**src/rtl/core/bcr_pkg.sv**
```systemverilog
// ----------------------------------------------------------------------------
// bcr_pkg
// Shared widths, codes, state type and link structs for the bicubic resampler.
// ----------------------------------------------------------------------------
`default_nettype none

package bcr_pkg;

  localparam int PIX_W      = 8;
  localparam int ADDR_W     = 18;
  localparam int STORE_DEPTH = 2 ** ADDR_W;
  localparam int POS_W      = 16;
  localparam int FRAC_BITS  = 8;
  localparam int INT_W      = POS_W - FRAC_BITS;
  localparam int CH_W       = 2;
  localparam int DIM_W      = 9;
  localparam int CCNT_W     = 3;
  localparam int PAR_W      = 9;
  localparam int CFG_IDX_W  = 3;
  localparam int CFG_DATA_W = 9;

  // kernel arithmetic
  localparam int T_W      = FRAC_BITS + 2;
  localparam int COEF_W   = 17;
  localparam int P1_W     = 30;
  localparam int P2_W     = 42;
  localparam int P3_W     = 54;
  localparam int M_W      = 32;
  localparam int DIV_SH   = 3 * FRAC_BITS - 5;
  localparam int WGT_W    = 24;
  localparam int QMAG_W   = WGT_W - 1;
  localparam int TAG_W    = 3;

  // tap datapath
  localparam int WPROD_W  = 2 * WGT_W;
  localparam int PROD_W   = WPROD_W + PIX_W;
  localparam int ACC_W    = PROD_W + 4;
  localparam int OUT_SH   = 28;

  // sequencer counts
  localparam int CNT_W        = 5;
  localparam int KER_ISSUES   = 8;
  localparam int KER_LAST     = 12;
  localparam int TAP_LAST     = 15;
  localparam int DRAIN_LAST   = 2;

  localparam logic [CFG_IDX_W-1:0] CFG_WIDTH    = 3'd0;
  localparam logic [CFG_IDX_W-1:0] CFG_HEIGHT   = 3'd1;
  localparam logic [CFG_IDX_W-1:0] CFG_CHANNELS = 3'd2;
  localparam logic [CFG_IDX_W-1:0] CFG_B        = 3'd3;
  localparam logic [CFG_IDX_W-1:0] CFG_C        = 3'd4;

  localparam logic ACT_WRITE  = 1'b0;
  localparam logic ACT_SAMPLE = 1'b1;

  typedef enum logic [2:0] {
    ST_IDLE,
    ST_WEIGHT,
    ST_TAPS,
    ST_DRAIN,
    ST_DONE
  } state_t;

  typedef struct packed {
    logic             valid;
    logic [TAG_W-1:0] tag;
    logic [T_W-1:0]   t;
  } kreq_t;

  typedef struct packed {
    logic                    valid;
    logic [TAG_W-1:0]        tag;
    logic signed [WGT_W-1:0] weight;
  } kres_t;

  typedef struct packed {
    logic              en;
    logic              we;
    logic [ADDR_W-1:0] addr;
    logic [PIX_W-1:0]  wdata;
  } st_req_t;

endpackage

`default_nettype wire

```
**src/rtl/core/bcr_kernel.sv**
```systemverilog
// ----------------------------------------------------------------------------
// bcr_kernel
// Pipelined B,C cubic kernel: Horner evaluation, rounding to Q2.14.
// ----------------------------------------------------------------------------
`default_nettype none

module bcr_kernel (
  input  wire logic                        clk,
  input  wire logic                        rst_n,
  input  wire bcr_pkg::kreq_t              req,
  input  wire logic [bcr_pkg::PAR_W-1:0]   b_param,
  input  wire logic [bcr_pkg::PAR_W-1:0]   c_param,
  output bcr_pkg::kres_t                   res
);

  localparam int CW = bcr_pkg::COEF_W;
  localparam int F  = bcr_pkg::FRAC_BITS;

  logic signed [CW-1:0] b_s, c_s;
  logic signed [CW-1:0] a3, a2, a1, a0;
  logic                 near, far;
  logic signed [bcr_pkg::T_W:0] t0_s, t1_s, t2_s;

  logic                          v1_r, v2_r, v3_r, v4_r, v5_r;
  logic [bcr_pkg::TAG_W-1:0]     tag1_r, tag2_r, tag3_r, tag4_r, tag5_r;
  logic                          z1_r, z2_r, z3_r, z4_r;
  logic                          neg4_r;
  logic [bcr_pkg::T_W-1:0]       t1_r, t2_r;
  logic signed [CW-1:0]          a1_1_r, a0_1_r, a0_2_r;
  logic signed [bcr_pkg::P1_W-1:0] p1_nxt, p1_r;
  logic signed [bcr_pkg::P2_W-1:0] p2_nxt, p2_r;
  logic signed [bcr_pkg::P3_W-1:0] p3_nxt, p3_r;
  logic [bcr_pkg::P3_W-1:0]      mag;
  logic [bcr_pkg::P3_W:0]        msum;
  logic [bcr_pkg::M_W-1:0]       m_nxt, m_r;
  logic [2*bcr_pkg::M_W-1:0]     q64;
  logic [bcr_pkg::QMAG_W-1:0]    qmag;
  logic signed [bcr_pkg::WGT_W-1:0] w_nxt, w_r;

  // piece select and coefficients, b and c in units of 1/256
  always_comb begin
    b_s  = signed'(CW'(b_param));
    c_s  = signed'(CW'(c_param));
    near = (req.t[bcr_pkg::T_W-1:F] == 2'b00);
    far  = (req.t[bcr_pkg::T_W-1:F] == 2'b01);
    if (near) begin
      a3 = 17'sd3072 - 17'sd9 * b_s - 17'sd6 * c_s;
      a2 = -17'sd4608 + 17'sd12 * b_s + 17'sd6 * c_s;
      a1 = '0;
      a0 = 17'sd1536 - 17'sd2 * b_s;
    end else begin
      a3 = -b_s - 17'sd6 * c_s;
      a2 = 17'sd6 * b_s + 17'sd30 * c_s;
      a1 = -17'sd12 * b_s - 17'sd48 * c_s;
      a0 = 17'sd8 * b_s + 17'sd24 * c_s;
    end
    t0_s   = signed'({1'b0, req.t});
    p1_nxt = a3 * t0_s + (bcr_pkg::P1_W'(a2) <<< F);
  end

  always_comb begin
    t1_s   = signed'({1'b0, t1_r});
    p2_nxt = p1_r * t1_s + (bcr_pkg::P2_W'(a1_1_r) <<< (2 * F));
    t2_s   = signed'({1'b0, t2_r});
    p3_nxt = p2_r * t2_s + (bcr_pkg::P3_W'(a0_2_r) <<< (3 * F));
  end

  // divide by 6*s^3/64 with rounding: shift, then exact divide by three
  always_comb begin
    mag   = p3_r[bcr_pkg::P3_W-1] ? unsigned'(-p3_r) : unsigned'(p3_r);
    msum  = {1'b0, mag} + ((bcr_pkg::P3_W+1)'(3) << (3 * F - 6));
    m_nxt = msum[bcr_pkg::DIV_SH + bcr_pkg::M_W - 1 : bcr_pkg::DIV_SH];
    q64   = m_r * 64'h0000_0000_AAAA_AAAB;
    qmag  = q64[33 + bcr_pkg::QMAG_W - 1 : 33];
    if (z4_r) begin
      w_nxt = '0;
    end else if (neg4_r) begin
      w_nxt = -signed'({1'b0, qmag});
    end else begin
      w_nxt = signed'({1'b0, qmag});
    end
  end

  always_ff @(posedge clk) begin
    if (!rst_n) begin
      v1_r <= 1'b0;
      v2_r <= 1'b0;
      v3_r <= 1'b0;
      v4_r <= 1'b0;
      v5_r <= 1'b0;
    end else begin
      v1_r <= req.valid;
      v2_r <= v1_r;
      v3_r <= v2_r;
      v4_r <= v3_r;
      v5_r <= v4_r;
    end
  end

  always_ff @(posedge clk) begin
    tag1_r <= req.tag;
    z1_r   <= !(near || far);
    t1_r   <= req.t;
    p1_r   <= p1_nxt;
    a1_1_r <= a1;
    a0_1_r <= a0;
    tag2_r <= tag1_r;
    z2_r   <= z1_r;
    t2_r   <= t1_r;
    p2_r   <= p2_nxt;
    a0_2_r <= a0_1_r;
    tag3_r <= tag2_r;
    z3_r   <= z2_r;
    p3_r   <= p3_nxt;
    tag4_r <= tag3_r;
    z4_r   <= z3_r;
    neg4_r <= p3_r[bcr_pkg::P3_W-1];
    m_r    <= m_nxt;
    tag5_r <= tag4_r;
    w_r    <= w_nxt;
  end

  assign res.valid  = v5_r;
  assign res.tag    = tag5_r;
  assign res.weight = w_r;

endmodule

`default_nettype wire

```
**config.mk**
```make
export PLATFORM = sky130hd
export DESIGN_NAME = bcr_kernel
export DESIGN_NICKNAME = d
export VERILOG_FILES = /design/src/rtl/core/bcr_pkg.sv /design/src/rtl/core/bcr_kernel.sv
export SDC_FILE = /design/constraint.sdc
export NUM_CORES = 2
export LEC_CHECK = 0
export BUFFER_PORTS_ARGS = -buffer_cell sky130_fd_sc_hd__clkbuf_2
export CELL_PAD_IN_SITES_DETAIL_PLACEMENT = 0
export CELL_PAD_IN_SITES_GLOBAL_PLACEMENT = 1
export CORE_MARGIN = 5
export CORE_UTILIZATION = 45
export CTS_BUF_LIST = sky130_fd_sc_hd__clkbuf_8
export CTS_CLUSTER_SIZE = 40
export DETAILED_ROUTE_END_ITERATION = 8
export HOLD_SLACK_MARGIN = 0.05
export PLACE_DENSITY = 0.73
export RECOVER_POWER = 25
export SKIP_CTS_REPAIR_TIMING = 1
export SYNTH_ARGS = -nofsm -noshare
export SYNTH_HDL_FRONTEND = slang
export SYNTH_SLANG_ARGS = --single-unit
```
**constraint.sdc**
```tcl
create_clock -name clk -period 10 [get_ports clk]
set_clock_uncertainty 0.1 [all_clocks]
set_input_delay 0 -clock clk [delete_from_list [all_inputs] [get_ports clk]]
set_output_delay 0 -clock clk [all_outputs]
set_load 0.03 [all_outputs]
```
# == Word-level counts from Yosys, hierarchy flattened ==
# Cells that the tools add are included.
# op_classes
addsub,16
n_mul,12
n_eq_ne,1
mux,5
bitwise_logic,1
n_reduce_logical,4
# ops
operator,count
multiplier 32 x 32 -> 56 bit (second input constant),1
multiplier 2 x 9 -> 11 bit (first input constant),5
adder 53 x 41 -> 54 bit,1
multiplier 41 x 11 -> 52 bit,1
adder 51 x 20 -> 51 bit (second input constant),1
2-to-1 mux 17 bit,3
2-to-1 mux 51 bit,1
negation 51 bit,1
adder 40 x 33 -> 41 bit,1
multiplier 29 x 11 -> 40 bit,1
adder 12 x 14 -> 15 bit,2
adder 28 x 25 -> 29 bit,1
multiplier 17 x 11 -> 28 bit,1
multiplier 4 x 9 -> 13 bit (first input constant),2
negation 23 -> 24 bit,1
2-to-1 mux 23 bit,1
negation 9 -> 17 bit,1
subtractor 15 x 16 -> 17 bit,1
subtractor 17 x 13 -> 17 bit,1
adder 15 x 13 -> 16 bit,1
adder 14 x 14 -> 15 bit (first input constant),1
subtractor 14 x 13 -> 15 bit,1
subtractor 12 x 13 -> 14 bit (first input constant),1
multiplier 3 x 10 -> 13 bit (first input constant),1
7 further kinds,7
# word_totals
register_bits,276
out_inout_bits,28

# == Longest topological paths before layout ==
# logic_depth
depth_word,6
ltp_mapped,40

# == Worst setup path before layout ==
# OpenSTA, ideal clock, no wires.
# synth_timing
path_kind,input to register
startpoint,input c_param[0] (netlist bit)
endpoint,"register, netlist name p1_r[28]"
setup_time_ns,0.072
t_arrival_ns,7.941
required_time_ns,9.828
slack_ns,1.887
cell_stages,34
n_path_buf,0
cell_sequence,ha_1 fa_1 inv_1 ha_1 ha_1 a21o_1 a21oi_1 o21bai_1 a21oi_1 o21bai_1 a21oi_1 o21bai_1 a21o_1 xor2_1 mux2i_1 nand2_1 fa_1 fa_1 fa_1 inv_1 fa_1 inv_1 fa_1 inv_1 ha_1 a21o_1 a21oi_1 nor2_1 a221oi_1 a211oi_1 o311ai_0 o21ai_0 a21oi_1 xnor2_1
# synth_between
elab_chain_cells,5
word_cells_on_any_way,10
cone_classes,add/sub (5); mul (3); mux (2)
# synth_lines
item,line,source
start: declaration,bcr_kernel.sv:12,"input wire logic [bcr_pkg::PAR_W-1:0] c_param,"
multiplier 2 x 9 -> 11 bit,"bcr_kernel.sv:47, bcr_kernel.sv:48, bcr_kernel.sv:52",
subtractor 17 x 13 -> 17 bit or subtractor 14 x 13 -> 15 bit (tied branches),"bcr_kernel.sv:52, bcr_kernel.sv:47",
2-to-1 mux 17 bit,bcr_kernel.sv:46,if (near) begin
multiplier 17 x 11 -> 28 bit,bcr_kernel.sv:58,p1_nxt = a3 * t0_s + (bcr_pkg::P1_W'(a2) <<< F);
adder 28 x 25 -> 29 bit *,bcr_kernel.sv:58,
net p1_nxt (one bit),bcr_kernel.sv:30,"logic signed [bcr_pkg::P1_W-1:0] p1_nxt, p1_r;"
# Mark *: on every way through the listed nets, which the timed path passes. The rest lies on a longest branch.
# A chain may end at the register's enable or synchronous reset.

# == Final worst setup path ==
# layout_timing
startpoint,input c_param[1] (netlist bit)
endpoint,"register, netlist name p1_r[28]"
# layout_between
elab_chain_cells,5
word_cells_on_any_way,10
cone_classes,add/sub (5); mul (3); mux (2)
# layout_lines
item,line
multiplier 2 x 9 -> 11 bit,"bcr_kernel.sv:47, bcr_kernel.sv:48, bcr_kernel.sv:52"
subtractor 17 x 13 -> 17 bit or subtractor 14 x 13 -> 15 bit (tied branches),"bcr_kernel.sv:52, bcr_kernel.sv:47"
2-to-1 mux 17 bit,bcr_kernel.sv:46
multiplier 17 x 11 -> 28 bit,bcr_kernel.sv:58
adder 28 x 25 -> 29 bit *,bcr_kernel.sv:58
net p1_nxt (one bit),bcr_kernel.sv:30
# Marks and branches as above.

==> metrics.txt <==
status=finished, violations left; failing checks=capacitance limit, slew limit; final critical delay including setup and external delays=between 9 and 10 ns; Max Clock Freq=107 MHz; Mapped Area=roughly 0.061 mm2; port buffer count=61; syn nets=8619; first-pass GRT wire length=about 260000 um; Site Rows=135; worst skew pair latency=0.72 ns; Post-synth top flop=dfxtp_1; vias in the first global route=46394; initial antenna violation count=3; largest net degree at the start of global routing=56; Worst Path Arrival=between 9 and 10 ns; Worst Setup Start Kind=primary input; gr ovfl total=0; Final Max Slew Viols=335; Initial Util=0.451; post-synth cell types=92; Die H=378 um; CP Max Fanout=8; CTS buffer count=55; CP Data Required Time=10.52 ns; Worst-path clk slew=0.07 ns; Hold Path Stages=5; Post-Syn Instances=6643; DP HPWL=139000 um; gr usage total=0.234; unrepaired setup endpoints after global routing=no; area grow syn2layout=5.98%; Worst Hold Endpoint=a0_1_r[11]$_SDFF_PP0_; DRC errors left=0; Sink Count=266; WS Path Type=in -> reg; routed wire length=161000 um; DR vias=43566; Setup-failing EPs final=0; final std cells w/o fill=around 8500; worst min path class=in -> reg; Critical R2R Launch=t2_r[6]$_DFF_P_; DR pass1 iterations=6; Final Hold Fails=0; Worst Reg-to-Reg Cells=30; reg-to-reg endpoint=p3_r[47]$_DFF_P_; EDFF count, synth=0; Final period util=0.935; Avg Cell Area, Syn=9.17 um2; Routed WL per cell=19.0 um; die area=about 0.14 mm2; yosys warns=0; CTS H-tree lvls=2; CTS tree=built; R2R setup slack=0.68 ns; layout cells sized above 1=0.0317; CTS Buffer Depth=3; Crit-path slowest cell=o311ai_0; post-synthesis register bit count=between 200 and 300; setup TNS=0 ns; width of the die=about 380 um; Post-DRT Antenna Nets=0; pre-CTS setup slack=~0.55 ns; Worst-Margin Slew=2.55 ns; headroom to the max-slew limit=-0.701; Core Box Area=0.135 mm2; MaxCap Viol Count=11; # IOs=62; CP peak stage delay=0.60 ns; Post-synth ARST share=0; Setup WS post-layout=0.651 ns; Hold Startpoint=b_param[7]; fillers=12971; NumNets Final=8610; 1st-iter DRT viols=around 2400; sequential share of the synthesized area=0.0874; CP Capture Type=flip-flop; routability congestion estimate=0.959; via/cell ratio=5.15; Clock Tree Root=clkbuf_8; Post-Place Cells=8328
[cells in the final DEF (no fill, tap or decap), types with 19 or more instances in the layout]
| cell | netlist | routed |
|---|---|---|
| nor2b_1 | 45 | 45 |
| nor3_1 | 54 | 54 |
| clkbuf_8 | 0 | 71 |
| a21oi_1 | 207 | 207 |
| a21o_1 | 96 | 96 |
| buf_4 | 1 | 33 |
| a21boi_0 | 20 | 20 |
| dlygate4sd3_1 | 0 | 30 |
| and2_1 | 504 | 499 |
| nor2_1 | 211 | 211 |
| dfxtp_1 | 266 | 262 |
| ha_1 | 754 | 754 |
| nand4_1 | 25 | 25 |
| o21bai_1 | 54 | 54 |
| clkbuf_2 | 0 | 43 |
| nand2_1 | 574 | 574 |
| clkbuf_1 | 161 | 29 |
| a211oi_1 | 21 | 21 |
| inv_1 | 1561 | 1568 |
| o21ai_0 | 146 | 145 |
| o21a_1 | 31 | 31 |
| nand3_1 | 66 | 66 |
| a31oi_1 | 22 | 21 |
| o31ai_1 | 20 | 20 |
| nand2b_1 | 31 | 31 |
| fa_1 | 1188 | 1188 |
| xor2_1 | 86 | 86 |
| and3_1 | 19 | 19 |
| xnor2_1 | 229 | 229 |
[how the worst max path moves through the flow]
| stage | startpoint | endpoint | slack (ns) | depth (start not counted) |
|---|---|---|---|---|
| after floorplan | c_param[0] | p1_r[28]$_DFF_P_ | 1.89 | 34 |
| after global placement | c_param[0] | p1_r[28]$_DFF_P_ | 0.56 | 37 |
| after detailed placement | c_param[0] | p1_r[28]$_DFF_P_ | 0.55 | 38 |
| after CTS | t2_r[2]$_DFF_P_ | p3_r[47]$_DFF_P_ | 0.77 | 32 |
| after global routing | c_param[1] | p1_r[28]$_DFF_P_ | 0.002 | 39 |
| final | c_param[1] | p1_r[28]$_DFF_P_ | 0.65 | 36 |
[synth_stat cells, types with 5 or more instances]
| cell type | count | area (um2) |
|---|---|---|
| xor2_1 | 86 | 753 |
| nor2b_1 | 45 | 282 |
| a211o_1 | 6 | 52.6 |
| nand3_1 | 66 | 330 |
| or3_1 | 16 | 100 |
| o41ai_1 | 9 | 78.8 |
| nand2b_1 | 31 | 194 |
| a221oi_1 | 7 | 61.3 |
| clkbuf_1 | 161 | 604 |
| a21oi_1 | 207 | 1040 |
| and4_1 | 6 | 52.6 |
| buf_1 | 35 | 131 |
| o21a_1 | 31 | 233 |
| a21o_1 | 96 | 721 |
| a221o_1 | 5 | 50.1 |
| xnor2_1 | 229 | 2010 |
| or2_2 | 11 | 68.8 |
| nor3b_1 | 6 | 45.0 |
| nor4_1 | 12 | 75.1 |
| a211oi_1 | 21 | 158 |
| nor2_1 | 211 | 792 |
| nand4_1 | 25 | 156 |
| nand4b_1 | 6 | 52.6 |
| o21ai_0 | 146 | 731 |
| o211a_1 | 5 | 50.1 |
| o31ai_1 | 20 | 150 |
| o22ai_1 | 5 | 31.3 |
| and2_1 | 504 | 3150 |
| a41oi_1 | 7 | 61.3 |
| nor3_1 | 54 | 270 |
| o21bai_1 | 54 | 405 |
| fa_1 | 1188 | 23800 |
| ha_1 | 754 | 9430 |
| o31a_1 | 6 | 52.6 |
| dfxtp_1 | 266 | 5330 |
| a31oi_1 | 22 | 138 |
| and3_1 | 19 | 119 |
| nand2_1 | 574 | 2150 |
| inv_1 | 1561 | 5860 |
| o211ai_1 | 13 | 97.6 |
| a21boi_0 | 20 | 150 |
| a22oi_1 | 6 | 45.0 |
[sequential cells by signal, summed over array words and instances, names as in the netlist, 3 cells and up]
name,cells
t2_r,10
a1_1_r,15
w_r,24
a0_2_r,14
p1_r,29
tag4_r,3
p3_r,52
p2_r,41
tag2_r,3
m_r,32
tag5_r,3
a0_1_r,14
tag1_r,3
tag3_r,3
t1_r,10
[metal layers]
| metal | global-route usage | vias to the layer above | share of wire |
|---|---|---|---|
| met2 | 0.364 | 1013 | 0.43 |
| li1 | - | 20309 | - |
| met4 | 0.0515 | 0 | 0.022 |
| met1 | 0.337 | 22067 | 0.47 |
| met5 | 0 | - | 0 |
| met3 | 0.0514 | 177 | 0.070 |
[layout make-up]
class | count | area (um2) | area share
Antenna cell | 1 | 2.50 | 0.0000388
Clock buffer | 71 | 977 | 0.0151
Clock inverter | 31 | 313 | 0.00485
Inverter | 1562 | 5860 | 0.0908
Multi-Input combinational cell | 4614 | 49000 | 0.759
Sequential cell | 266 | 5330 | 0.0826
Tap cell | 1781 | 2230 | 0.0345
Timing Repair Buffer | 135 | 872 | 0.0135
[kinds of logic after synthesis]
kind of cell               Yosys count  share of synthesized area
adders and majority gates         1946                      0.546
buffers and inverters             1763                      0.109
and+or+nand+nor                   1607                      0.132
AOI/OAI and AO/OA                  739                     0.0790
xor gates and xnor gates           316                     0.0456
DFF                                266                     0.0874
muxes                                6                    0.00103
[per-stage QoR]
stage                     hold WS (ns)   util  area (um2)
final                           0.0319  0.478       64500
after global routing            0.0603  0.478       64500
after CTS                       -0.819  0.477       64300
after detailed placement       0.00545  0.467       63000
after global placement         0.00570  0.467       63000
after floorplan                -0.0723      -       60900
[worst max-delay path: cells and delay by family]
kind / cells / cell delay [ns]
AOI/OAI and AO/OA: 14 / 3.69
xor gates and xnor gates: 3 / 0.66
adders and majority gates: 10 / 4.17
buffers and inverters: 6 / 1.03
and+or+nand+nor: 3 / 0.33
Power is not shown: default switching activity piles up to over one toggle a cycle in this logic, so the estimate is an artifact.
